===== src/rtl/ppr_pkg.sv =====
// ----------------------------------------------------------------------------
// ppr_pkg: shared types and constants for the ping-pong ring refill control
// Widths, command codes, configuration indexes and transfer payload types.
// ----------------------------------------------------------------------------
package ppr_pkg;

	// Ring size limits in bytes
	localparam int MAX_RING_BYTES = 65536;
	localparam int MIN_RING_BYTES = 16;

	// Field widths
	localparam int RS_W       = 17;	// ring size, byte count
	localparam int HALF_W     = 16;	// half ring
	localparam int EIGHTH_W   = 14;	// eighth of the ring
	localparam int HEAD_W     = 16;
	localparam int TAIL_W     = 15;
	localparam int CURSOR_W   = 16;
	localparam int OFS_W      = 32;	// file offsets
	localparam int DOFS_W     = 16;	// header offset
	localparam int MARK_W     = 33;	// read and write marks
	localparam int ACT_W      = 3;
	localparam int CFG_IDX_W  = 2;
	localparam int CFG_DATA_W = 32;
	localparam int CNT_W      = 2;	// results per item, up to three

	// Cursor reduction: restoring remainder, a few steps per stage
	localparam int MOD_SHIFTS = CURSOR_W - $clog2(MIN_RING_BYTES);
	localparam int MOD_STEPS  = 4;
	localparam int MOD_STAGES = (MOD_SHIFTS + MOD_STEPS - 1) / MOD_STEPS;

	// Configuration register indexes
	localparam logic [CFG_IDX_W-1:0] CFG_RING_SIZE   = 2'd0;
	localparam logic [CFG_IDX_W-1:0] CFG_DATA_END    = 2'd1;
	localparam logic [CFG_IDX_W-1:0] CFG_DATA_OFFSET = 2'd2;

	// Reset values of the configuration registers
	localparam logic [RS_W-1:0]   RST_RING_SIZE   = 17'h10000;
	localparam logic [OFS_W-1:0]  RST_DATA_END    = 32'd0;
	localparam logic [DOFS_W-1:0] RST_DATA_OFFSET = 16'd44;

	// Command codes
	localparam logic [ACT_W-1:0] ACT_NONE       = 3'd0;
	localparam logic [ACT_W-1:0] ACT_COPY_HALF  = 3'd1;
	localparam logic [ACT_W-1:0] ACT_COPY_WHOLE = 3'd2;
	localparam logic [ACT_W-1:0] ACT_READ_AHEAD = 3'd3;
	localparam logic [ACT_W-1:0] ACT_STOP       = 3'd4;

	// Effective configuration (ring size already clamped and made even)
	typedef struct packed {
		logic [RS_W-1:0]   ring;
		logic [OFS_W-1:0]  data_end;
		logic [DOFS_W-1:0] data_offset;
	} cfg_t;

	// Request after the cursor has been reduced modulo the ring size
	typedef struct packed {
		logic                req_type;
		logic                still_playing;
		logic [CURSOR_W-1:0] play;
	} mod_item_t;

	// One command result
	typedef struct packed {
		logic [ACT_W-1:0]  action;
		logic              half_sel;
		logic [HEAD_W-1:0] blank_head;
		logic [TAIL_W-1:0] blank_tail;
		logic [OFS_W-1:0]  src_offset;
		logic [RS_W-1:0]   byte_count;
		logic              last;
	} rsp_t;

endpackage


===== src/rtl/ppr_req_if.sv =====
// ----------------------------------------------------------------------------
// ppr_req_if: request channel
// Valid/ready channel carrying start and poll requests.
// ----------------------------------------------------------------------------
interface ppr_req_if import ppr_pkg::*; ();
	logic                valid;
	logic                ready;
	logic                req_type;
	logic [CURSOR_W-1:0] play_cursor;
	logic                still_playing;

	modport source (output valid, req_type, play_cursor, still_playing, input ready);
	modport sink   (input valid, req_type, play_cursor, still_playing, output ready);
endinterface


===== src/rtl/ppr_rsp_if.sv =====
// ----------------------------------------------------------------------------
// ppr_rsp_if: result channel
// Valid/ready channel carrying refill commands.
// ----------------------------------------------------------------------------
interface ppr_rsp_if import ppr_pkg::*; ();
	logic              valid;
	logic              ready;
	logic [ACT_W-1:0]  action;
	logic              half_sel;
	logic [HEAD_W-1:0] blank_head;
	logic [TAIL_W-1:0] blank_tail;
	logic [OFS_W-1:0]  src_offset;
	logic [RS_W-1:0]   byte_count;
	logic              last;

	modport source (output valid, action, half_sel, blank_head, blank_tail, src_offset,
		byte_count, last, input ready);
	modport sink   (input valid, action, half_sel, blank_head, blank_tail, src_offset,
		byte_count, last, output ready);
endinterface


===== src/rtl/ppr_cfg_regs.sv =====
// ----------------------------------------------------------------------------
// ppr_cfg_regs: configuration registers
// Write-only register file; ring size is clamped and made even on write.
// ----------------------------------------------------------------------------
module ppr_cfg_regs import ppr_pkg::*; (
	input  logic                  clk,
	input  logic                  arst_n,
	input  logic                  cfg_we,
	input  logic [CFG_IDX_W-1:0]  cfg_index,
	input  logic [CFG_DATA_W-1:0] cfg_data,
	output cfg_t                  cfg
);

	logic [RS_W-1:0]   ring_q;
	logic [OFS_W-1:0]  data_end_q;
	logic [DOFS_W-1:0] data_offset_q;

	function automatic logic [RS_W-1:0] clamp_ring(input logic [RS_W-1:0] v);
		logic [RS_W-1:0] r;
		r = v;
		if (r > RS_W'(MAX_RING_BYTES))
			r = RS_W'(MAX_RING_BYTES);
		if (r < RS_W'(MIN_RING_BYTES))
			r = RS_W'(MIN_RING_BYTES);
		return {r[RS_W-1:1], 1'b0};
	endfunction

	always_ff @(posedge clk or negedge arst_n) begin
		if (!arst_n) begin
			ring_q        <= clamp_ring(RST_RING_SIZE);
			data_end_q    <= RST_DATA_END;
			data_offset_q <= RST_DATA_OFFSET;
		end else if (cfg_we) begin
			case (cfg_index)
				CFG_RING_SIZE:   ring_q        <= clamp_ring(cfg_data[RS_W-1:0]);
				CFG_DATA_END:    data_end_q    <= cfg_data[OFS_W-1:0];
				CFG_DATA_OFFSET: data_offset_q <= cfg_data[DOFS_W-1:0];
				default: ;
			endcase
		end
	end

	assign cfg.ring        = ring_q;
	assign cfg.data_end    = data_end_q;
	assign cfg.data_offset = data_offset_q;

endmodule


===== src/rtl/ppr_mod_pipe.sv =====
// ----------------------------------------------------------------------------
// ppr_mod_pipe: cursor reduction pipeline
// Input register followed by restoring-remainder stages that reduce the
// play cursor modulo the ring size, a few compare/subtract steps per stage.
// ----------------------------------------------------------------------------
module ppr_mod_pipe import ppr_pkg::*; (
	input  logic            clk,
	input  logic            arst_n,
	input  logic [RS_W-1:0] ring,
	ppr_req_if.sink         req,
	output logic            out_valid,
	input  logic            out_ready,
	output mod_item_t       out_item
);

	logic      vld_s [0:MOD_STAGES];
	mod_item_t itm_s [0:MOD_STAGES];
	logic      rdy   [0:MOD_STAGES];
	logic      src_v [0:MOD_STAGES];
	mod_item_t nxt   [0:MOD_STAGES];

	// Stage ready chain, back to front
	always_comb begin
		rdy[MOD_STAGES] = !vld_s[MOD_STAGES] || out_ready;
		for (int k = MOD_STAGES - 1; k >= 0; k--)
			rdy[k] = !vld_s[k] || rdy[k+1];
	end

	always_comb begin
		mod_item_t   t;
		logic [31:0] dv;
		int          sh;
		src_v[0]              = req.valid;
		nxt[0].req_type       = req.req_type;
		nxt[0].still_playing  = req.still_playing;
		nxt[0].play           = req.play_cursor;
		for (int k = 1; k <= MOD_STAGES; k++) begin
			src_v[k] = vld_s[k-1];
			t        = itm_s[k-1];
			for (int j = 0; j < MOD_STEPS; j++) begin
				sh = MOD_SHIFTS - 1 - ((k - 1) * MOD_STEPS + j);
				if (sh >= 0) begin
					dv = 32'(ring) << sh;
					if (32'(t.play) >= dv)
						t.play = t.play - dv[CURSOR_W-1:0];
				end
			end
			nxt[k] = t;
		end
	end

	always_ff @(posedge clk or negedge arst_n) begin
		if (!arst_n) begin
			for (int k = 0; k <= MOD_STAGES; k++)
				vld_s[k] <= 1'b0;
		end else begin
			for (int k = 0; k <= MOD_STAGES; k++)
				if (rdy[k])
					vld_s[k] <= src_v[k];
		end
	end

	always_ff @(posedge clk) begin
		for (int k = 0; k <= MOD_STAGES; k++)
			if (rdy[k] && src_v[k])
				itm_s[k] <= nxt[k];
	end

	assign req.ready = rdy[0];
	assign out_valid = vld_s[MOD_STAGES];
	assign out_item  = itm_s[MOD_STAGES];

endmodule


===== src/rtl/ppr_ctrl.sv =====
// ----------------------------------------------------------------------------
// ppr_ctrl: refill state and command generation
// Single-pass decision per request; up to three commands are loaded into a
// short result buffer that drains one transfer per cycle while rsp is ready.
// ----------------------------------------------------------------------------
module ppr_ctrl import ppr_pkg::*; (
	input  logic      clk,
	input  logic      arst_n,
	input  cfg_t      cfg,
	input  logic      itm_valid,
	output logic      itm_ready,
	input  mod_item_t itm,
	ppr_rsp_if.source rsp
);

	typedef enum logic [2:0] {
		MODE_STOPPED = 3'b001,
		MODE_ONESHOT = 3'b010,
		MODE_STREAM  = 3'b100
	} run_mode_t;

	// Halves still to be refilled before the drain phase
	localparam logic [1:0] PEND_NONE  = 2'd0;
	localparam logic [1:0] PEND_HALF1 = 2'd1;	// waiting to refill half 1
	localparam logic [1:0] PEND_HALF0 = 2'd2;	// waiting to refill half 0

	typedef struct packed {
		logic              go;
		logic [RS_W-1:0]   cnt;
		logic [OFS_W-1:0]  src;
		logic [MARK_W-1:0] nxt;
	} ra_t;

	run_mode_t           mode_q, nxt_mode;
	logic [1:0]          pend_q, nxt_pend;
	logic                drain_q, nxt_drain;
	logic [MARK_W-1:0]   wmark_q, nxt_wmark;
	logic [CURSOR_W-1:0] endc_q, nxt_endc;
	logic [MARK_W-1:0]   rmark_q, nxt_rmark;

	rsp_t                ent_q [0:2];
	logic [CNT_W-1:0]    cnt_q;
	rsp_t                res   [0:2];
	logic [CNT_W-1:0]    k;

	logic                take, free, fire;

	logic [RS_W-1:0]     rs;
	logic [HALF_W-1:0]   half;
	logic [EIGHTH_W-1:0] eighth;
	logic [OFS_W-1:0]    de;
	logic [DOFS_W-1:0]   dofs;

	logic                short_snd, empty_snd;
	logic [HEAD_W-1:0]   head;
	ra_t                 ra_start, ra_run;
	logic [MARK_W-1:0]   wm_nx, over;
	logic [HALF_W-1:0]   left;
	logic [17:0]         wrap_sum, played;
	logic                played_neg, gt8, lt8;

	function automatic ra_t read_ahead(input logic [MARK_W-1:0] rm,
		input logic [OFS_W-1:0] d_end, input logic [RS_W-1:0] ring);
		ra_t               r;
		logic [MARK_W-1:0] diff;
		r.go  = rm < {1'b0, d_end};
		diff  = {1'b0, d_end} - rm;
		r.cnt = (diff > MARK_W'(ring)) ? ring : diff[RS_W-1:0];
		r.src = rm[OFS_W-1:0];
		r.nxt = rm + MARK_W'(r.cnt);
		return r;
	endfunction

	function automatic rsp_t mk(input logic [ACT_W-1:0] act, input logic hs,
		input logic [HEAD_W-1:0] hd, input logic [TAIL_W-1:0] tl,
		input logic [OFS_W-1:0] src, input logic [RS_W-1:0] cnt);
		rsp_t r;
		r.action     = act;
		r.half_sel   = hs;
		r.blank_head = hd;
		r.blank_tail = tl;
		r.src_offset = src;
		r.byte_count = cnt;
		r.last       = 1'b0;
		return r;
	endfunction

	assign rs     = cfg.ring;
	assign half   = rs[RS_W-1:1];
	assign eighth = rs[RS_W-1:3];
	assign de     = cfg.data_end;
	assign dofs   = cfg.data_offset;

	// Start decisions
	assign short_snd = de < OFS_W'(rs);
	assign empty_snd = OFS_W'(dofs) >= de;
	assign head      = (dofs > half) ? half : dofs;
	assign ra_start  = read_ahead(MARK_W'(rs), de, rs);
	assign ra_run    = read_ahead(rmark_q, de, rs);

	// Tail blank for a half refill: bytes written past the data end
	assign wm_nx = wmark_q + MARK_W'(half);
	assign over  = (wm_nx > {1'b0, de}) ? (wm_nx - {1'b0, de}) : '0;
	assign left  = (over >= MARK_W'(half)) ? (half - HALF_W'(1)) : over[HALF_W-1:0];

	// Distance played since the end cursor, wrapping around the ring
	assign wrap_sum   = 18'(itm.play) + 18'(rs);
	assign played_neg = (itm.play < endc_q) && (wrap_sum < 18'(endc_q));
	assign played     = (itm.play >= endc_q) ? (18'(itm.play) - 18'(endc_q))
	                                         : (wrap_sum - 18'(endc_q));
	assign gt8 = played_neg || (played > 18'(eighth));
	assign lt8 = !played_neg && (played < 18'(eighth));

	always_comb begin
		nxt_mode  = mode_q;
		nxt_pend  = pend_q;
		nxt_drain = drain_q;
		nxt_wmark = wmark_q;
		nxt_endc  = endc_q;
		nxt_rmark = rmark_q;
		k         = '0;
		for (int i = 0; i < 3; i++)
			res[i] = '0;

		if (!itm.req_type) begin
			if (short_snd) begin
				if (empty_snd) begin
					res[0]   = mk(ACT_STOP, 1'b0, '0, '0, '0, '0);
					nxt_mode = MODE_STOPPED;
				end else begin
					res[0]   = mk(ACT_COPY_WHOLE, 1'b0, '0, '0, OFS_W'(dofs),
						RS_W'(de - OFS_W'(dofs)));
					nxt_mode = MODE_ONESHOT;
				end
				k = 2'd1;
			end else begin
				res[0] = mk(ACT_COPY_HALF, 1'b0, head, '0, '0, RS_W'(half));
				res[1] = mk(ACT_COPY_HALF, 1'b1, '0, '0, OFS_W'(half), RS_W'(half));
				k      = 2'd2;
				if (ra_start.go) begin
					res[2]    = mk(ACT_READ_AHEAD, 1'b0, '0, '0, ra_start.src, ra_start.cnt);
					k         = 2'd3;
					nxt_rmark = ra_start.nxt;
				end else begin
					nxt_rmark = MARK_W'(rs);
				end
				nxt_endc  = '0;
				nxt_pend  = PEND_HALF0;
				nxt_drain = 1'b0;
				nxt_wmark = MARK_W'(rs);
				nxt_mode  = MODE_STREAM;
			end
		end else begin
			case (mode_q)
				MODE_ONESHOT: begin
					if (!itm.still_playing) begin
						res[0]   = mk(ACT_STOP, 1'b0, '0, '0, '0, '0);
						k        = 2'd1;
						nxt_mode = MODE_STOPPED;
					end
				end
				MODE_STREAM: begin
					case (pend_q)
						PEND_NONE: begin
							if (!drain_q) begin
								if (gt8)
									nxt_drain = 1'b1;
							end else if (lt8) begin
								// data end reached: silence both halves and stop
								res[0]   = mk(ACT_COPY_HALF, 1'b0, half, '0, '0, RS_W'(half));
								res[1]   = mk(ACT_COPY_HALF, 1'b1, half, '0, OFS_W'(half),
									RS_W'(half));
								res[2]   = mk(ACT_STOP, 1'b0, '0, '0, '0, '0);
								k        = 2'd3;
								nxt_mode = MODE_STOPPED;
							end
						end
						PEND_HALF0: begin
							if (itm.play >= half) begin
								nxt_wmark = wm_nx;
								res[0]    = mk(ACT_COPY_HALF, 1'b0, '0, left[TAIL_W-1:0], '0,
									RS_W'(half));
								k         = 2'd1;
								if (left != '0) begin
									nxt_endc  = half - left;
									nxt_drain = 1'b0;
									nxt_pend  = PEND_NONE;
								end else begin
									nxt_pend  = PEND_HALF1;
								end
							end
						end
						PEND_HALF1: begin
							if (itm.play < half) begin
								nxt_wmark = wm_nx;
								res[0]    = mk(ACT_COPY_HALF, 1'b1, '0, left[TAIL_W-1:0],
									OFS_W'(half), RS_W'(half));
								k         = 2'd1;
								if (ra_run.go) begin
									res[1]    = mk(ACT_READ_AHEAD, 1'b0, '0, '0, ra_run.src,
										ra_run.cnt);
									k         = 2'd2;
									nxt_rmark = ra_run.nxt;
								end
								if (left != '0) begin
									nxt_endc  = CURSOR_W'(rs - RS_W'(left));
									nxt_drain = 1'b0;
									nxt_pend  = PEND_NONE;
								end else begin
									nxt_pend  = PEND_HALF0;
								end
							end
						end
						default: ;
					endcase
				end
				default: ;
			endcase
		end

		case (k)
			2'd1:    res[0].last = 1'b1;
			2'd2:    res[1].last = 1'b1;
			2'd3:    res[2].last = 1'b1;
			default: ;
		endcase
	end

	// Result buffer: loads a whole command set, shifts out one per transfer
	assign take      = rsp.valid && rsp.ready;
	assign free      = (cnt_q == '0) || ((cnt_q == CNT_W'(1)) && take);
	assign fire      = itm_valid && free;
	assign itm_ready = free;

	always_ff @(posedge clk or negedge arst_n) begin
		if (!arst_n) begin
			mode_q  <= MODE_STOPPED;
			pend_q  <= PEND_NONE;
			drain_q <= 1'b0;
			wmark_q <= '0;
			endc_q  <= '0;
			rmark_q <= '0;
			cnt_q   <= '0;
		end else begin
			if (fire) begin
				mode_q  <= nxt_mode;
				pend_q  <= nxt_pend;
				drain_q <= nxt_drain;
				wmark_q <= nxt_wmark;
				endc_q  <= nxt_endc;
				rmark_q <= nxt_rmark;
				cnt_q   <= k;
			end else if (take) begin
				cnt_q   <= cnt_q - CNT_W'(1);
			end
		end
	end

	always_ff @(posedge clk) begin
		if (fire) begin
			ent_q[0] <= res[0];
			ent_q[1] <= res[1];
			ent_q[2] <= res[2];
		end else if (take) begin
			ent_q[0] <= ent_q[1];
			ent_q[1] <= ent_q[2];
		end
	end

	assign rsp.valid      = cnt_q != '0;
	assign rsp.action     = ent_q[0].action;
	assign rsp.half_sel   = ent_q[0].half_sel;
	assign rsp.blank_head = ent_q[0].blank_head;
	assign rsp.blank_tail = ent_q[0].blank_tail;
	assign rsp.src_offset = ent_q[0].src_offset;
	assign rsp.byte_count = ent_q[0].byte_count;
	assign rsp.last       = ent_q[0].last;

	// The final buffered command of a set carries last
	a_last_at_end: assert property (@(posedge clk) disable iff (!arst_n)
		(cnt_q != '0) |-> ent_q[cnt_q - CNT_W'(1)].last)
		else $error("final buffered command lacks last");

	// Only the final command of a set carries last
	a_last_only_end: assert property (@(posedge clk) disable iff (!arst_n)
		(cnt_q >= CNT_W'(2)) |-> !ent_q[0].last)
		else $error("last set before end of command set");

	// No empty commands are ever presented
	a_no_none: assert property (@(posedge clk) disable iff (!arst_n)
		rsp.valid |-> (rsp.action != ACT_NONE))
		else $error("command with no action presented");

	// Refill bookkeeping never reaches the unused pending code
	a_pend_legal: assert property (@(posedge clk) disable iff (!arst_n)
		(pend_q == PEND_NONE) || (pend_q == PEND_HALF1) || (pend_q == PEND_HALF0))
		else $error("pending halves code out of range");

endmodule


===== src/rtl/ping_pong_ring_refill_control.sv =====
// ----------------------------------------------------------------------------
// ping_pong_ring_refill_control: two-half audio ring refill controller
// Primes the ring on start, refills each half as the play cursor leaves it,
// drains and silences the ring at the end of data, and stops one-shots.
// ----------------------------------------------------------------------------
//
//   channel  dir  payload                                         done when
//   -------  ---  ----------------------------------------------  -----------------
//   req      in   req_type, play_cursor, still_playing            valid && ready
//   rsp      out  action, half_sel, blank_head, blank_tail,        valid && ready
//                 src_offset, byte_count, last
//   cfg      in   cfg_index, cfg_data                             cfg_we
//
// Path: a request passes the input register and three cursor-reduction
// stages of four compare/subtract steps each before the decision stage;
// its first command is presented in the cycle after the decision takes it.
// A request is taken every cycle while it causes at most one command and rsp
// is ready; after one that causes more, the next waits at the decision stage
// until the result buffer, moving one command per transfer, takes its last.
// Reset (arst_n low) stops the block, clears the refill state and empties all
// stages; configuration returns to ring 65536, data end 0, data offset 44.
// Stalls on rsp back up through the result buffer and the reduction stages;
// req.ready drops only once every stage holds a request.
// ----------------------------------------------------------------------------
module ping_pong_ring_refill_control import ppr_pkg::*; (
	input  logic                  clk,
	input  logic                  arst_n,
	input  logic                  cfg_we,
	input  logic [CFG_IDX_W-1:0]  cfg_index,
	input  logic [CFG_DATA_W-1:0] cfg_data,
	ppr_req_if.sink               req,
	ppr_rsp_if.source             rsp
);

	cfg_t      cfg;
	logic      itm_valid;
	logic      itm_ready;
	mod_item_t itm;

	// Register file; ring size is held already clamped to the legal range
	ppr_cfg_regs u_cfg (
		.clk       (clk),
		.arst_n    (arst_n),
		.cfg_we    (cfg_we),
		.cfg_index (cfg_index),
		.cfg_data  (cfg_data),
		.cfg       (cfg)
	);

	// Play cursor reduced modulo the ring size ahead of the decision stage
	ppr_mod_pipe u_mod (
		.clk       (clk),
		.arst_n    (arst_n),
		.ring      (cfg.ring),
		.req       (req),
		.out_valid (itm_valid),
		.out_ready (itm_ready),
		.out_item  (itm)
	);

	// Refill state, command generation and result buffer
	ppr_ctrl u_ctrl (
		.clk       (clk),
		.arst_n    (arst_n),
		.cfg       (cfg),
		.itm_valid (itm_valid),
		.itm_ready (itm_ready),
		.itm       (itm),
		.rsp       (rsp)
	);

endmodule


===== src/flat_wrapper.sv =====
// flat-port wrapper written by rule: the top's interface ports become plain ports
module ping_pong_ring_refill_control_flat import ppr_pkg::*;
  (clk, arst_n, cfg_we, cfg_index, cfg_data, req_valid, req_req_type, req_play_cursor, req_still_playing, req_ready, rsp_valid, rsp_action, rsp_half_sel, rsp_blank_head, rsp_blank_tail, rsp_src_offset, rsp_byte_count, rsp_last, rsp_ready);
  ppr_req_if req_i ();
  ppr_rsp_if rsp_i ();
  input  logic clk;
  input  logic arst_n;
  input  logic cfg_we;
  input  logic [CFG_IDX_W-1:0] cfg_index;
  input  logic [CFG_DATA_W-1:0] cfg_data;
  input wire logic [$bits(req_i.valid)-1:0] req_valid;
  input wire logic [$bits(req_i.req_type)-1:0] req_req_type;
  input wire logic [$bits(req_i.play_cursor)-1:0] req_play_cursor;
  input wire logic [$bits(req_i.still_playing)-1:0] req_still_playing;
  output wire logic [$bits(req_i.ready)-1:0] req_ready;
  output wire logic [$bits(rsp_i.valid)-1:0] rsp_valid;
  output wire logic [$bits(rsp_i.action)-1:0] rsp_action;
  output wire logic [$bits(rsp_i.half_sel)-1:0] rsp_half_sel;
  output wire logic [$bits(rsp_i.blank_head)-1:0] rsp_blank_head;
  output wire logic [$bits(rsp_i.blank_tail)-1:0] rsp_blank_tail;
  output wire logic [$bits(rsp_i.src_offset)-1:0] rsp_src_offset;
  output wire logic [$bits(rsp_i.byte_count)-1:0] rsp_byte_count;
  output wire logic [$bits(rsp_i.last)-1:0] rsp_last;
  input wire logic [$bits(rsp_i.ready)-1:0] rsp_ready;
  assign req_i.valid = req_valid;
  assign req_i.req_type = req_req_type;
  assign req_i.play_cursor = req_play_cursor;
  assign req_i.still_playing = req_still_playing;
  assign req_ready = req_i.ready;
  assign rsp_valid = rsp_i.valid;
  assign rsp_action = rsp_i.action;
  assign rsp_half_sel = rsp_i.half_sel;
  assign rsp_blank_head = rsp_i.blank_head;
  assign rsp_blank_tail = rsp_i.blank_tail;
  assign rsp_src_offset = rsp_i.src_offset;
  assign rsp_byte_count = rsp_i.byte_count;
  assign rsp_last = rsp_i.last;
  assign rsp_i.ready = rsp_ready;
  ping_pong_ring_refill_control u_core (.clk(clk), .arst_n(arst_n), .cfg_we(cfg_we), .cfg_index(cfg_index), .cfg_data(cfg_data), .req(req_i), .rsp(rsp_i));
endmodule

===== config.mk =====
export PLATFORM = sky130hd
export DESIGN_NAME = ping_pong_ring_refill_control_flat
export DESIGN_NICKNAME = d
export VERILOG_FILES = /design/src/rtl/ppr_pkg.sv /design/src/rtl/ppr_req_if.sv /design/src/rtl/ppr_rsp_if.sv /design/src/rtl/ppr_cfg_regs.sv /design/src/rtl/ppr_mod_pipe.sv /design/src/rtl/ppr_ctrl.sv /design/src/rtl/ping_pong_ring_refill_control.sv /design/src/flat_wrapper.sv
export SDC_FILE = /design/constraint.sdc
export NUM_CORES = 2
export LEC_CHECK = 0
export ABC_CLOCK_PERIOD_IN_PS = 25800
export BUFFER_PORTS_ARGS = -buffer_cell sky130_fd_sc_hd__buf_2
export CAP_MARGIN = 25
export CORE_MARGIN = 2
export CORE_UTILIZATION = 40
export CTS_BUF_LIST = sky130_fd_sc_hd__clkbuf_16
export DETAILED_ROUTE_END_ITERATION = 10
export GPL_ROUTABILITY_DRIVEN = 0
export GPL_TIMING_DRIVEN = 0
export MAX_ROUTING_LAYER = met4
export PLACE_DENSITY_LB_ADDON = 0.08
export SLEW_MARGIN = 25
export SYNTH_ARGS = -nofsm -noshare
export SYNTH_HDL_FRONTEND = slang
export SYNTH_SLANG_ARGS = --single-unit
export TNS_END_PERCENT = 5

===== constraint.sdc =====
create_clock -name clk -period 25.8 [get_ports clk]
set_clock_uncertainty 0.1 [all_clocks]
set_input_delay 5.16 -clock clk [delete_from_list [all_inputs] [get_ports clk]]
set_output_delay 5.16 -clock clk [all_outputs]
set_load 0.01 [all_outputs]

After elaboration in Yosys (flattened, before gate mapping)
Memory sizes are Yosys's and may differ from the RTL's.
Index checks and enable logic that the tools add are counted.
Storage, ports and cells
  logic and storage cells: 249
  input port bits: 57
  memories: 2
  output and inout port bits: 87
  register bits: 158
  RAM bits: 327
Operators by class
  bitwise operators: 2
  reduce and logical (&&, ||, !) cells: 34
  equality and inequality tests: 26
  magnitude comparators: 30
  $add $sub $neg: 26
  muxes and demuxes: 115
Memory list
  u_core.u_ctrl.ent_q: words 3, width 85, rd ports 3, clocked after memory_dff 0, wr ports 3, line ppr_ctrl.sv:41  | rsp_t ent_q [0:2];
  u_core.u_mod.itm_s: words 4, width 18, rd ports 4, clocked after memory_dff 0, wr ports 4, line ppr_mod_pipe.sv:17  | mod_item_t itm_s [0:MOD_STAGES];
Operators with widths (number)
  two-way mux 85 bit: 6
  two-way mux 253 bit: 2
  two-way mux 33 bit: 12
  case mux 85 bit (2 select lines): 2
  two-way mux 16 bit: 21
  two-way mux 168 bit: 2
  two-way mux 255 bit: 1
  case mux 83 bit (3 select lines): 1
  subtractor 16 bit: 14
  two-way mux 170 bit: 1
  two-way mux 84 bit: 2
  two-way mux 17 bit: 6
  two-way mux 83 bit: 1
  > comparator 33 x 17 -> 1 bit: 2
  case mux 33 bit (2 select lines): 1
  two-way mux 18 bit: 2
  adder 33 x 16 -> 33 bit: 1
  adder 33 x 17 -> 33 bit: 1
  greater-or-equal comparator 33 x 16 -> 1 bit: 1
  > comparator 33 x 32 -> 1 bit: 1
  < comparator 33 x 32 -> 1 bit: 1
  subtractor 32 x 17 -> 33 bit: 1
  subtractor 32 x 33 -> 33 bit: 1
  subtractor 33 x 32 -> 33 bit: 1
  other kinds (58): 149

Depth between registers and ports, before layout
An unclocked memory read counts as a cell.
  depth in word-level cells: 14
  depth in mapped cells: 60
  gate-level depth less buffers: 56

By module
Synthesis repeated with hierarchy kept, for this count alone.
Second synthesis, totals
  cells, all modules: 4407
  area, all modules: 39591.7 um^2
By module, submodules not included
  ppr_ctrl: sequential area each 8018.9 um^2, area each 27622.7 um^2, cells an instance 3201, instances 1
  ppr_mod_pipe: sequential area each 2262.2 um^2, area each 9555.4 um^2, cells an instance 1060, instances 1
  ppr_cfg_regs: sequential area each 1606.5 um^2, area each 2413.6 um^2, cells an instance 146, instances 1

Worst setup path after synthesis
OpenSTA, ideal clock, no wires.
  kind: register to register
  start point: reg u_core.u_cfg.ring_q[2]
  end point: mem u_core.u_mod.itm_s[3][10] in the netlist's numbering, data pin
  setup time: 0.260 ns
  period minus slack after synthesis: 13.099 ns
  data required time: 25.440 ns
  arrival time: 12.739 ns
  stages on the path, launching flop included: 57
  setup slack: 12.701 ns
  buffers on the path: 5
  cells stage by stage: dfrtp_1 clkbuf_1 inv_1 fa_1 a21o_1 a21oi_1 o21ai_0 a21oi_1 o21ai_0 a21oi_1 o21bai_1 a21oi_1 o41ai_1 a41o_1 buf_1 mux2_2 fa_1 nor2b_1 [... 21 more ...] o211ai_2 clkbuf_1 o21ai_0 fa_1 a21o_1 a21oi_1 o21bai_1 a21oi_1 o21bai_1 a21oi_1 nor2b_1 o21a_1 o41a_1 nor3_1 o21ai_0 o211ai_1 clkbuf_1 mux2_2
RTL lines
  from (decl): line ppr_cfg_regs.sv:14  | logic [RS_W-1:0] ring_q;
  from (signal assigned): line ppr_cfg_regs.sv:30  | ring_q <= clamp_ring(RST_RING_SIZE);
  from (signal assigned): line ppr_cfg_regs.sv:35  | CFG_RING_SIZE: ring_q <= clamp_ring(cfg_data[RS_W-1:0]);
  to (decl): line ppr_mod_pipe.sv:17

==> results.md <==
- Run status: finished clean
- Insertion delay of the later-clocked pin in the worst-skew pair: between 0.6 and 0.7 ns
- Number of diodes: 0
- Launch instance of the worst register-to-register path: u_core.u_cfg.ring_q[3]
- Post-DP HPWL: about 110000 um
- Most common cell in the synthesized netlist: sky130_fd_sc_hd__ha_1
- Met2 demand-to-capacity share in global routing: around 43%
- Syn Nets: roughly 4.7k
- Via count of the routed design: about 33k
- Count of clock tree sinks: approximately 420
- P_int: between 3000 and 4000 uW
- Beginning of the worst hold path: u_core.u_mod.itm_s[2][17]
- Commonest cells in the synthesized netlist: 437 x sky130_fd_sc_hd__ha_1, 370 x sky130_fd_sc_hd__nand2_1, 309 x sky130_fd_sc_hd__a21oi_1, 306 x sky130_fd_sc_hd__nor2_1, 263 x sky130_fd_sc_hd__edfxtp_1
- Antenna Nets Post-Route: 0
- Initial drt markers: 3075
- First-pass GRT wire length: a little over 200000 um
- Max stage delay cell, worst path: sky130_fd_sc_hd__dfrtp_1
- Drt drc: 0
- Minimum period implied by the final worst setup slack: around 16 ns
- Number of H-tree branching levels: 2
- Final wirelength: ~140000 um
- Via/cell ratio: roughly 5.8
- Hold Buf Count CTS: 0
- LEAKAGE: between 0.015 and 0.02 uW
- Total congestion overflow: 0
- Number of synthesized flops with an enable pin: around 260
- Met3 usage in global routing: around 3.2%
- Slew at the pin closest to its max-slew limit: 1.13 ns
- GR met1 Demand/Resource: ~40%
- Core Box Area: between 90000 and 100000 um2
- Bufs and invs on worst path: 7
- Number of global-route vias before repair: roughly 31k
- Router iterations before antenna repair: 5
- Die height: about 310 um
- Async set-or-reset flop fraction in the synthesized netlist: between 30% and 40%
- Required time of the critical path: 26.10 ns
- Count of unique library cells instantiated by Yosys: 92
- Psw: roughly 3400 uW
- Fraction of the yosys area taken by sequential cells: approximately 31%
- Proportion of netlist area held by the largest area contributor: around a fifth
- Relative contribution of sequential cells to total power: 18.8%
- Cells after Synth: between 4k and 5k
- Post-synthesis sequential element count: roughly 420
- CTS-repair resized insts: 0
- Count of fill cells added during filler insertion: 9247
- Prevailing post-synth register cell: sky130_fd_sc_hd__edfxtp_1
- Yosys warning count: 0
- Final max-slew violation count: 0
- Final setup violating endpoints: 0
- Initial antenna violation count: 6
- Final sum of negative setup slack: 0 ns
- Maximum resistive drop on vdd: 0.103 mV
- Biggest area contributors in the synthesized netlist: sky130_fd_sc_hd__edfxtp_1 21%, sky130_fd_sc_hd__ha_1 14%, sky130_fd_sc_hd__dfrtp_1 10%, sky130_fd_sc_hd__xnor2_1 4.2%, sky130_fd_sc_hd__a21oi_1 4.1%
- Buffer count from post-CTS setup fixing: 0
- Worst stage delay on the critical path: around 0.85 ns
- PwrDens: approximately 170 nW/um2
- Largest net degree at the start of global routing: slightly below 60
- CP startpoint kind: register
- Unrepaired setup endpoints after global routing: no
- TritonCTS clock tree: done
- Data arrival, critical path: ~16 ns
- Ratio of cells with drive above 1 in the final layout: approximately an eighth
- Min setup slack post-route: 9.92 ns
- Pre-CTS worst setup slack: 10.15 ns
- Synthesized cell area: 38000 um2
- Io pins: between 100 and 150
- Inserted Clock Buffers: 53
- Cell mode on critical path: sky130_fd_sc_hd__a21oi_1
- Mean routed wirelength per cell: approximately 24 um
- Worst hold-check path type: reg -> reg
- Count of endpoints failing hold in the final timing report: 0
- Layout area overhead: 11.9%
- Number of nets in the layout: between 4k and 5k
- Clock transition at path regs: 0.06 ns
- Clock group share of total power: 11.2%
- Max FO, Critical Path: 15
- Synthesized area divided by synthesized cell count: 9.01 um2
- Global-route layer with the greatest usage: met2
- Buffers from clock root to sink, at most: 3
- Largest delay share family, worst path: compound AO/OA/AOI/OAI gates
- Crit path from: u_core.u_cfg.ring_q[3]
- Crit Path Class: reg -> reg
- PortBufs: around 140
- Fmax: 0.0630 GHz
- Comb pwr share: around 70%
- Relative max-transition margin: between 20 and 25%
- Initial core utilization: between 40% and 50%
- Die Area: a little under 100000 um2
- Worst Setup End Kind: register
- Share of the clock period used by the worst path after layout: ~62%
- Max-cap violations: 0
- Switching part of the total power: 48.6%
- CTS Root Cell: sky130_fd_sc_hd__clkbuf_16
- Die X-Extent: approximately 310 um
- Gr usage total: 29.0%
- Largest area contributor in the synthesized netlist: sky130_fd_sc_hd__edfxtp_1
- # rows: around 110
-- layout make-up --
class	instances	area [um2]	area share (%)
plain buffers	239	1250	2.94
inverters	241	910	2.14
repair buffers	158	1060	2.49
well taps	1265	1580	3.72
flip-flops and latches	421	11900	27.9
clock inverters	46	474	1.11
clock buffers	54	1350	3.18
multi-input cells	3319	24100	56.6
-- per-stage QoR --
| stage | cell area, um2 | total power (uW) | hold slack (ns) | utilization (%) | std cells |
|---|---|---|---|---|---|
| floorplan | 38000 | 4880 | 0.300 | - | 4220 |
| global placement | 40300 | 6150 | 0.302 | 42.6 | 5628 |
| detailed placement | 40700 | 6170 | 0.307 | 43.1 | 5643 |
| CTS | 42500 | 7000 | 0.322 | 45.0 | 5743 |
| global route | 42600 | 7630 | 0.333 | 45.0 | 5743 |
| finish | 42600 | 7040 | 0.321 | 45.0 | 5743 |
-- sequential cells by signal, indices dropped and copies added, names as in the netlist, named ones only --
name / flops
u_core.u_mod.out_valid: 1
u_core.u_ctrl.endc_q: 16
u_core.u_ctrl.drain_q: 1
u_core.u_ctrl.rmark_q: 32
u_core.u_mod.itm_s: 72
u_core.u_cfg.data_end_q: 32
u_core.u_ctrl.mode_q: 3
u_core.u_ctrl.pend_q: 2
u_core.u_ctrl.wmark_q: 33
u_core.u_cfg.ring_q: 16
u_core.u_mod.src_v: 3
u_core.u_cfg.data_offset_q: 16
u_core.u_ctrl.ent_q: 191
u_core.u_ctrl.cnt_q: 2
-- power groups by stage --
stage	registers, uW	logic, uW	clock network (uW)
finish	1320	4930	787
global route	1350	5450	828
CTS	1320	4880	804
detailed placement	1330	4840	0
global placement	1370	4790	0
floorplan	1250	3630	0
-- final timing paths --
path	endpoint	slack, ns	depth (start not counted)
setup / recovery	u_core.u_mod.itm_s[3][12]	9.92	57
hold / removal	u_core.u_mod.itm_s[3][17]	0.32	0
setup reg to reg	u_core.u_mod.itm_s[3][12]	9.92	57
hold reg to reg	u_core.u_mod.itm_s[3][17]	0.32	0
max in group asynchronous	u_core.u_cfg.ring_q[16]	20.25	3
min in group asynchronous	u_core.u_ctrl.rmark_q[15]	4.29	1
-- worst reg2reg max path, delay by kind of cell (launching register included) --
family / cells / cell delay (ns)
compound gates: 36 / 7.73
fa+ha+maj: 4 / 1.66
buf+inv: 7 / 3.22
simple gates: 7 / 0.80
flops: 1 / 0.85
mux: 3 / 1.27
-- cells in the final DEF (no fill, tap or decap), types with 17 or more instances in the layout --
| master | instances |
|---|---|
| sky130_fd_sc_hd__o211ai_1 | 30 |
| sky130_fd_sc_hd__o21bai_1 | 45 |
| sky130_fd_sc_hd__a21o_1 | 164 |
| sky130_fd_sc_hd__mux2_2 | 134 |
| sky130_fd_sc_hd__nand3_1 | 79 |
| sky130_fd_sc_hd__o21a_1 | 69 |
| sky130_fd_sc_hd__nand4_1 | 74 |
| sky130_fd_sc_hd__clkbuf_1 | 123 |
| sky130_fd_sc_hd__o31ai_1 | 32 |
| sky130_fd_sc_hd__and3_1 | 64 |
| sky130_fd_sc_hd__a22o_1 | 17 |
| sky130_fd_sc_hd__or3_1 | 23 |
| sky130_fd_sc_hd__xor2_1 | 86 |
| sky130_fd_sc_hd__ha_1 | 437 |
| sky130_fd_sc_hd__fa_1 | 23 |
| sky130_fd_sc_hd__nand2b_1 | 40 |
| sky130_fd_sc_hd__buf_2 | 154 |
| sky130_fd_sc_hd__dfrtp_1 | 151 |
| sky130_fd_sc_hd__o22ai_1 | 19 |
| sky130_fd_sc_hd__nor3_1 | 87 |
| sky130_fd_sc_hd__clkbuf_16 | 54 |
| sky130_fd_sc_hd__a21boi_0 | 21 |
| sky130_fd_sc_hd__or2_2 | 17 |
| sky130_fd_sc_hd__buf_4 | 84 |
| sky130_fd_sc_hd__and2_1 | 34 |
| sky130_fd_sc_hd__inv_1 | 232 |
| sky130_fd_sc_hd__a21oi_1 | 309 |
| sky130_fd_sc_hd__o21ai_0 | 223 |
| sky130_fd_sc_hd__xnor2_1 | 184 |
| sky130_fd_sc_hd__a211oi_1 | 23 |
| sky130_fd_sc_hd__nor2b_1 | 52 |
| sky130_fd_sc_hd__a22oi_1 | 33 |
| sky130_fd_sc_hd__nor2_1 | 306 |
| sky130_fd_sc_hd__edfxtp_1 | 263 |
| sky130_fd_sc_hd__a31oi_1 | 17 |
| sky130_fd_sc_hd__a221o_1 | 33 |
| sky130_fd_sc_hd__nand2_1 | 369 |
| sky130_fd_sc_hd__mux2i_1 | 57 |
| sky130_fd_sc_hd__nor4_1 | 27 |
-- kinds of logic (layout without fill, tap and decap cells) --
group | after synthesis | count (layout) | share of synthesized area [%]
muxes | 191 | 191 | 5.47
and+or+nand+nor | 1226 | 1226 | 15.5
DFF | 421 | 421 | 31.2
buffers and inverters | 480 | 738 | 5.64
AOI/OAI and AO/OA | 1172 | 1172 | 20.4
adders and majority gates | 460 | 460 | 15.6
xor gates and xnor gates | 270 | 270 | 6.22
-- per-layer routing --
| metal | routed length [um] | vias to the layer above |
|---|---|---|
| li1 | - | 15873 |
| met1 | 65200 | 16061 |
| met2 | 60100 | 1220 |
| met3 | 9290 | 207 |
| met4 | 5850 | 0 |
| met5 | 0 | - |
Power figures use the tool's default switching activity.
